## src/rtl/pid_term_rms_monitor_macros.svh

```systemverilog
// Assertion macros for the PID term RMS monitor.
// Included by the top level; needs no other file.
`ifndef PID_TERM_RMS_MONITOR_MACROS_SVH
`define PID_TERM_RMS_MONITOR_MACROS_SVH

// Check that cons holds in the same cycle as ante.
`define PTRM_ASSERT_IMP(label, clk, rst, ante, cons, msg) \
  label: assert property (@(posedge clk) disable iff (rst) (ante) |-> (cons)) \
    else $error(msg);

// Check that cons holds in the cycle after ante.
`define PTRM_ASSERT_NXT(label, clk, rst, ante, cons, msg) \
  label: assert property (@(posedge clk) disable iff (rst) (ante) |=> (cons)) \
    else $error(msg);

`endif

```

## src/rtl/ptrm_pkg.sv

```systemverilog
// Shared constants for the PID term RMS monitor: field and lane counts,
// filter coefficients and square root selection codes. No dependencies.
package ptrm_pkg;

  localparam int NUM_FIELDS = 9;
  localparam int NUM_LANES  = 5;
  localparam int NUM_ROOTS  = 7;

  // Input field positions in tdata
  localparam int F_ROLL_P   = 0;
  localparam int F_ROLL_FF  = 1;
  localparam int F_ROLL_D   = 2;
  localparam int F_PITCH_P  = 3;
  localparam int F_PITCH_FF = 4;
  localparam int F_PITCH_D  = 5;
  localparam int F_YAW_P    = 6;
  localparam int F_YAW_D    = 7;
  localparam int F_YAW_FF   = 8;

  // Mean square lanes
  localparam int L_ROLL_P  = 0;
  localparam int L_ROLL_D  = 1;
  localparam int L_PITCH_P = 2;
  localparam int L_PITCH_D = 3;
  localparam int L_YAW     = 4;

  // Low-pass weights in Q0.16, pole 0.99
  localparam logic [15:0] FILT_KEEP  = 16'd64881;
  localparam logic [15:0] FILT_TAKE  = 16'd655;
  localparam int          FILT_STEPS = 16;

  // Square root selection, in result order
  localparam logic [2:0] ROOT_ROLL    = 3'd0;
  localparam logic [2:0] ROOT_ROLL_P  = 3'd1;
  localparam logic [2:0] ROOT_ROLL_D  = 3'd2;
  localparam logic [2:0] ROOT_PITCH   = 3'd3;
  localparam logic [2:0] ROOT_PITCH_P = 3'd4;
  localparam logic [2:0] ROOT_PITCH_D = 3'd5;
  localparam logic [2:0] ROOT_YAW     = 3'd6;

endpackage

```

## src/rtl/pid_term_rms_monitor.sv

```systemverilog
// PID term RMS monitor: serial squares, 0.99 low-pass mean squares and
// a shared bit-serial square root. Depends on ptrm_pkg and the macros header.
//
// A request is accepted in the idle state and passes through five bit-serial
// squarers, the bit-serial low-pass update, then seven roots through one
// restoring square root unit at one result bit per cycle, each after a load
// step, and a done state that hands the result over once the output register
// is free. A finished result waits in the output register while the next
// request is taken; input is not accepted while a request is being worked on.
`include "pid_term_rms_monitor_macros.svh"

module pid_term_rms_monitor #(
  parameter  int SAMPLE_WIDTH = 16,
  localparam int IN_W  = ((ptrm_pkg::NUM_FIELDS * SAMPLE_WIDTH + 7) / 8) * 8,
  localparam int OUT_W = ((ptrm_pkg::NUM_ROOTS * SAMPLE_WIDTH + 7) / 8) * 8
) (
  input  logic             clk,
  input  logic             rst,
  input  logic             s_tvalid,
  output logic             s_tready,
  // roll_p, roll_ff, roll_d, pitch_p, pitch_ff, pitch_d, yaw_p, yaw_d, yaw_ff
  input  logic [IN_W-1:0]  s_tdata,
  output logic             m_tvalid,
  input  logic             m_tready,
  // roll_rms, roll_p_rms, roll_d_rms, pitch_rms, pitch_p_rms, pitch_d_rms, yaw_rms
  output logic [OUT_W-1:0] m_tdata
);
  import ptrm_pkg::*;

  localparam int W     = SAMPLE_WIDTH;
  localparam int SUM_W = W + 2;
  localparam int MS_W  = 2 * W - 1;
  localparam int ACC_W = 2 * W;
  localparam int RW    = W + 2;
  localparam int RES_W = NUM_ROOTS * W;
  localparam int CNT_W = (W > FILT_STEPS) ? $clog2(W) : $clog2(FILT_STEPS);

  localparam logic signed [SUM_W-1:0] SAT_HI = {3'b000, {(W-1){1'b1}}};
  localparam logic signed [SUM_W-1:0] SAT_LO = {3'b111, {(W-1){1'b0}}};

  typedef enum logic [2:0] {
    ST_IDLE,
    ST_SQUARE,
    ST_FILTER,
    ST_LOAD,
    ST_ROOT,
    ST_DONE
  } state_t;

  state_t              state;
  logic [CNT_W-1:0]    cnt;
  logic [2:0]          root_idx;

  logic [W-1:0]        mag    [NUM_LANES];
  logic [W-1:0]        mshift [NUM_LANES];
  logic [MS_W-1:0]     sq     [NUM_LANES];
  logic [ACC_W-1:0]    acc    [NUM_LANES];
  logic [MS_W-1:0]     ms     [NUM_LANES];

  logic [ACC_W-1:0]    xs;
  logic [RW-1:0]       rem;
  logic [W-1:0]        root;
  logic [RES_W-1:0]    res;

  // Input side: channel sums, clamp, magnitude
  logic signed [SUM_W-1:0] fld   [NUM_FIELDS];
  logic signed [SUM_W-1:0] chan  [NUM_LANES];
  logic signed [SUM_W-1:0] clamp [NUM_LANES];
  logic signed [SUM_W-1:0] negv  [NUM_LANES];
  logic [W-1:0]            mag_in [NUM_LANES];

  always_comb begin
    for (int k = 0; k < NUM_FIELDS; k++) begin
      fld[k] = SUM_W'(signed'(s_tdata[k*W +: W]));
    end
    chan[L_ROLL_P]  = fld[F_ROLL_P] + fld[F_ROLL_FF];
    chan[L_ROLL_D]  = fld[F_ROLL_D];
    chan[L_PITCH_P] = fld[F_PITCH_P] + fld[F_PITCH_FF];
    chan[L_PITCH_D] = fld[F_PITCH_D];
    chan[L_YAW]     = fld[F_YAW_P] + fld[F_YAW_D] + fld[F_YAW_FF];
    for (int l = 0; l < NUM_LANES; l++) begin
      if (chan[l] > SAT_HI) begin
        clamp[l] = SAT_HI;
      end else if (chan[l] < SAT_LO) begin
        clamp[l] = SAT_LO;
      end else begin
        clamp[l] = chan[l];
      end
      negv[l]   = -clamp[l];
      mag_in[l] = clamp[l][SUM_W-1] ? negv[l][W-1:0] : clamp[l][W-1:0];
    end
  end

  // Serial square and low-pass steps, one per lane
  logic [3:0]       fbit;
  logic [MS_W-1:0]  sq_next  [NUM_LANES];
  logic [ACC_W:0]   acc_sum  [NUM_LANES];

  assign fbit = cnt[3:0];

  always_comb begin
    for (int l = 0; l < NUM_LANES; l++) begin
      sq_next[l] = {sq[l][MS_W-2:0], 1'b0}
                 + (mshift[l][W-1] ? MS_W'(mag[l]) : '0);
      acc_sum[l] = (ACC_W+1)'(acc[l])
                 + (FILT_KEEP[fbit] ? (ACC_W+1)'(ms[l]) : '0)
                 + (FILT_TAKE[fbit] ? (ACC_W+1)'(sq[l]) : '0);
    end
  end

  // Square root operand select and one restoring step
  logic [ACC_W-1:0] root_op;
  logic [RW-1:0]    rem_shift;
  logic [RW-1:0]    trial;
  logic             take;
  logic [RW-1:0]    rem_next;
  logic [W-1:0]     root_next;

  always_comb begin
    unique case (root_idx)
      ROOT_ROLL:    root_op = ACC_W'(ms[L_ROLL_P]) + ACC_W'(ms[L_ROLL_D]);
      ROOT_ROLL_P:  root_op = ACC_W'(ms[L_ROLL_P]);
      ROOT_ROLL_D:  root_op = ACC_W'(ms[L_ROLL_D]);
      ROOT_PITCH:   root_op = ACC_W'(ms[L_PITCH_P]) + ACC_W'(ms[L_PITCH_D]);
      ROOT_PITCH_P: root_op = ACC_W'(ms[L_PITCH_P]);
      ROOT_PITCH_D: root_op = ACC_W'(ms[L_PITCH_D]);
      ROOT_YAW:     root_op = ACC_W'(ms[L_YAW]);
      default:      root_op = '0;
    endcase
    rem_shift = {rem[W-1:0], xs[ACC_W-1 -: 2]};
    trial     = {root, 2'b01};
    take      = rem_shift >= trial;
    rem_next  = take ? rem_shift - trial : rem_shift;
    root_next = {root[W-2:0], take};
  end

  assign s_tready = (state == ST_IDLE) && !rst;

  always_ff @(posedge clk) begin
    if (rst) begin
      state    <= ST_IDLE;
      cnt      <= '0;
      root_idx <= ROOT_ROLL;
      m_tvalid <= 1'b0;
      for (int l = 0; l < NUM_LANES; l++) begin
        ms[l] <= '0;
      end
    end else begin
      if (m_tvalid && m_tready && state != ST_DONE) begin
        m_tvalid <= 1'b0;
      end
      unique case (state)
        ST_IDLE: begin
          if (s_tvalid) begin
            for (int l = 0; l < NUM_LANES; l++) begin
              mag[l]    <= mag_in[l];
              mshift[l] <= mag_in[l];
              sq[l]     <= '0;
            end
            cnt   <= '0;
            state <= ST_SQUARE;
          end
        end
        ST_SQUARE: begin
          for (int l = 0; l < NUM_LANES; l++) begin
            sq[l]     <= sq_next[l];
            mshift[l] <= {mshift[l][W-2:0], 1'b0};
            acc[l]    <= '0;
          end
          if (cnt == CNT_W'(W - 1)) begin
            cnt   <= '0;
            state <= ST_FILTER;
          end else begin
            cnt <= cnt + 1'b1;
          end
        end
        ST_FILTER: begin
          for (int l = 0; l < NUM_LANES; l++) begin
            acc[l] <= acc_sum[l][ACC_W:1];
          end
          if (fbit == 4'(FILT_STEPS - 1)) begin
            // commit the updated mean squares
            for (int l = 0; l < NUM_LANES; l++) begin
              ms[l] <= acc_sum[l][MS_W:1];
            end
            cnt      <= '0;
            root_idx <= ROOT_ROLL;
            state    <= ST_LOAD;
          end else begin
            cnt <= cnt + 1'b1;
          end
        end
        ST_LOAD: begin
          xs    <= root_op;
          rem   <= '0;
          root  <= '0;
          cnt   <= '0;
          state <= ST_ROOT;
        end
        ST_ROOT: begin
          xs   <= {xs[ACC_W-3:0], 2'b00};
          rem  <= rem_next;
          root <= root_next;
          if (cnt == CNT_W'(W - 1)) begin
            res <= {root_next, res[RES_W-1:W]};
            if (root_idx == ROOT_YAW) begin
              state <= ST_DONE;
            end else begin
              root_idx <= root_idx + 1'b1;
              state    <= ST_LOAD;
            end
          end else begin
            cnt <= cnt + 1'b1;
          end
        end
        ST_DONE: begin
          // hold until the output register is free
          if (!m_tvalid || m_tready) begin
            m_tdata  <= OUT_W'(res);
            m_tvalid <= 1'b1;
            state    <= ST_IDLE;
          end
        end
        default: state <= ST_IDLE;
      endcase
    end
  end

  `PTRM_ASSERT_NXT(a_accept_starts, clk, rst, s_tvalid && s_tready,
    state == ST_SQUARE && cnt == '0, "accepted request did not start squaring")
  `PTRM_ASSERT_NXT(a_last_root_done, clk, rst,
    state == ST_ROOT && cnt == CNT_W'(W - 1) && root_idx == ROOT_YAW,
    state == ST_DONE, "last root did not finish the request")
  `PTRM_ASSERT_IMP(a_rem_bound, clk, rst, state == ST_ROOT,
    rem <= (RW'(root) << 1), "square root remainder out of bound")

endmodule

```

## config.mk

```make
export PLATFORM = sky130hd
export DESIGN_NAME = pid_term_rms_monitor
export DESIGN_NICKNAME = d
export VERILOG_FILES = /design/src/rtl/ptrm_pkg.sv /design/src/rtl/pid_term_rms_monitor.sv
export VERILOG_INCLUDE_DIRS = /design/src /design/src/rtl
export SDC_FILE = /design/constraint.sdc
export NUM_CORES = 2
export LEC_CHECK = 0
export ABC_AREA = 1
export BUFFER_PORTS_ARGS = -buffer_cell sky130_fd_sc_hd__buf_2
export CORE_UTILIZATION = 40
export CTS_CLUSTER_DIAMETER = 200
export DETAILED_ROUTE_END_ITERATION = 8
export SYNTH_ARGS = -nofsm -noshare
export SYNTH_HDL_FRONTEND = slang
export SYNTH_SLANG_ARGS = --single-unit
export TNS_END_PERCENT = 30
```

## constraint.sdc

```tcl
create_clock -name clk -period 22.1 [get_ports clk]
set_clock_uncertainty 0.1 [all_clocks]
set_input_delay 4.42 -clock clk [delete_from_list [all_inputs] [get_ports clk]]
set_output_delay 4.42 -clock clk [all_outputs]
set_load 0.01 [all_outputs]
```

==> summary.md <==
| Metric | Value |
|---|---|
| Status | complete, no violations |
| Vias in the first global route | 49014 |
| H-tree levels | 3 |
| GP Congestion | 0.9497 |
| Required @ worst endpoint | 17.58 ns |
| Initial Utilization | approximately two fifths |
| DIE HEIGHT | 397.9 um |
| Hold endpoint | m_tdata[2]$_DFFE_PP_ |
| EDFF count, synth | 918 |
| Top cell type by total area after synthesis | edfxtp_1 |
| PD cells | 116.0 nW/um2 |
| CTS max path bufs | 3 |
| Grt peak-use layer | met2 |
| Die area | 158300 um2 |
| First-pass GRT wire length | between 200 and 300 mm |
| Final ANT Viol Nets | 0 |
| Synth top cells by count | 1740 x nand2_1, 1236 x inv_1, 918 x edfxtp_1 |
| Final min period | 9.660 ns |
| Syn. warnings | 0 |
| Initial drt markers | 3733 |
| Final core occ | a little under half |
| Slew margin rel. | 13.00% |
| Area Growth Syn to Fin | 11.30% |
| Mapped Area | roughly 63000 um2 |
| Reg2Reg Setup Slack | 16.44 ns |
| Unique masters post-synth | 60 |
| DRC violations left | 0 |
| I/O Pins | 262 |
| Min Hold Slack | 0.3208 ns |
| Routed vias | ~51000 |
| Clock slew at reported path FFs | about 0.06 ns |
| CTS resizes | 0 |
| Setup violators final | 0 |
| Leak | 31.86 nW |
| CTS Buf Count | ~110 |
| Post-synth top area share | 43.98% |
| Port bufs | 261 |
| TritonRoute pass-1 iters | 6 |
| Routed WL | 169.8 mm |
| Tightest Pin Transition | about 1.3 ns |
| CTS Sinks | 931 |
| DPL Wire Length | 125.2 mm |
| Peak VDD IR | around 0.075 mV |
| Final setup TNS | 0 ns |
| Global Route Usage Sum | 21.26% |
| Most common cell in the netlist | nand2_1 |
| Crit path kind | in2out |
| Clk_lat worst skew | 0.74 ns |
| Core Box Area | 154800 um2 |
| Max-Cap Viols | 0 |
| Ys async rst share | 0% |
| Max-slew violation count | 0 |
| Drt wl/cell | 17.40 um |
| WHS Path Cells | 0 |
| Crit start category | primary input |
| Row count | about 140 |
| Post-CTS Setup Inserts | 0 |
| Total global routing overflow | 0 |
| CTS tree | built |
| Critical Path End Type | output port |
| Fraction of layout cells with a size suffix above 1 | between 7 and 8% |
| Vias per inst | 5.183 |
| Root buffer cell | clkbuf_16 |
| Hold Vio Cnt, Final | 0 |
| Ys flop type | edfxtp_1 |
| Largest net degree at the start of global routing | 183 |
| M2 GR Usage | about a third |
| Initial antenna violation count | 0 |
| Cell count after synthesis | 7382 |
| Fmax | just over 0.1 GHz |
| Top post-synthesis cells by area | edfxtp_1 44%, nand2_1 10%, ha_1 7.5%, inv_1 7.4%, fa_1 5.8% |
| Syn_nets | 8086 |
| Syn avg cell area | 8.492 um2 |
| Post-synthesis sequential area ratio | about 44% |
| Hold Path Class | reg2reg |
| HP Start | res[2]$_DFFE_PP_ |
| Met1 Resource Use GR | 29.46% |
| Crit share post-route | 43.71% |
| Ant. Diodes | 0 |
| Worst reg-to-reg path cell count | 18 |
| Met3 global-route usage | 2.631% |
| WP data arrival | 5.14 ns |
| Reg2reg end | acc[0][62]$_SDFFCE_PN0P_ |
| Die X-Extent | 397.9 um |
| Critical path peak fanout | 16 |
| Nets | around 8300 |
| Hold_buf cts | 0 |
| FF+latch count, synth | 931 |
| RSZ-0062 raised after global routing | false |
[layout by cell type, fill, tap and decap left out, drive strengths merged, types with 2 or more instances in the layout]
cell type	synthesis	final
o221ai	12	12
clkinv	2	54
nand3	327	327
o211ai	23	23
buf	26	305
and2	22	22
nand3b	17	17
clkinvlp	0	8
nor3b	9	9
clkbuf	146	130
a31oi	31	31
inv	1240	1244
nor4	65	65
ha	375	375
a221oi	13	13
or2	61	61
dfxtp	13	13
nor3	151	151
a32o	15	15
nor2	616	616
fa	181	181
a21o	29	29
nand2	1759	1759
bufinv	0	7
o21ai	355	355
edfxtp	918	918
xor2	84	84
o221a	2	2
a21boi	16	16
nand4	57	57
xnor2	47	47
a22o	15	15
a21oi	614	614
o21bai	29	29
a31o	8	8
o2111ai	3	3
o21a	51	51
o31ai	5	5
a211oi	38	38
[power breakdown]
part	switching, W	internal [W]
Clock	0.000755	0.00101
Sequential	0.000162	0.00233
Combinational	0.00260	0.00123
[routing by layer]
| metal | vias to the layer above | wire [um] | share of wire (%) |
|---|---|---|---|
| li1 | 25097 | - | - |
| met1 | 23892 | 78140 | 46 |
| met2 | 1385 | 77890 | 46 |
| met3 | 213 | 9445 | 5.6 |
| met4 | 0 | 4346 | 2.6 |
| met5 | - | 0 | 0 |
[registers in the layout (all words and copies together), names as in the netlist, named ones only]
register,cells
rem,16
mshift,80
mag,80
res,112
xs,32
m_tvalid,1
state,3
ms,155
cnt,4
acc,160
sq,155
m_tdata,112
root,16
root_idx,3
[worst max path at each step]
| stage | slack, ns | startpoint | cells past startpoint | end |
|---|---|---|---|---|
| 4_1_cts | 12.41 | rst | 3 | s_tready |
| 3_5_place_dp | 12.41 | rst | 3 | s_tready |
| 6_report | 12.44 | rst | 3 | s_tready |
| 3_3_place_gp | 12.45 | rst | 3 | s_tready |
| 5_1_grt | 12.36 | rst | 3 | s_tready |
| 2_1_floorplan | 6.02 | rst | 3 | mshift[0][0]$_SDFFCE_PP0P_ |
[cells by family after synthesis]
family                     after synthesis  synth area share (%)
and+or+nand+nor                       3086                 20.56
buffers and inverters                 1414                 8.525
AOI/OAI and AO/OA                     1264                 11.42
DFF                                    931                 44.39
adders and majority gates              556                 13.27
xor gates and xnor gates               131                 1.830
[through the flow]
step / worst slack [ns] / cells / instance area, um2 / total power, W
floorplan: 6.019 / 7382 / 62690 / 0.005402
global placement: 12.45 / 9559 / 66320 / 0.006251
detailed placement: 12.41 / 9559 / 66320 / 0.006312
CTS: 12.41 / 9760 / 69770 / 0.008114
global route: 12.36 / 9760 / 69770 / 0.008773
finish: 12.44 / 9760 / 69770 / 0.008091
[critical path, cell delays in order]
cell    delay, ns
buf_2        0.44
nor2_1       0.12
buf_2        0.16
[area by class of cell]
class | count | area (um2)
clock inverter | 71 | 578.1
multi-input combinational | 5037 | 29600
timing repair buffer | 305 | 1662
tap | 2044 | 2557
inverter | 1242 | 4668
sequential | 931 | 27830
clock buffer | 130 | 2870
fill | 15142 | 85000
No activity file was read; power rests on OpenSTA's default activity.
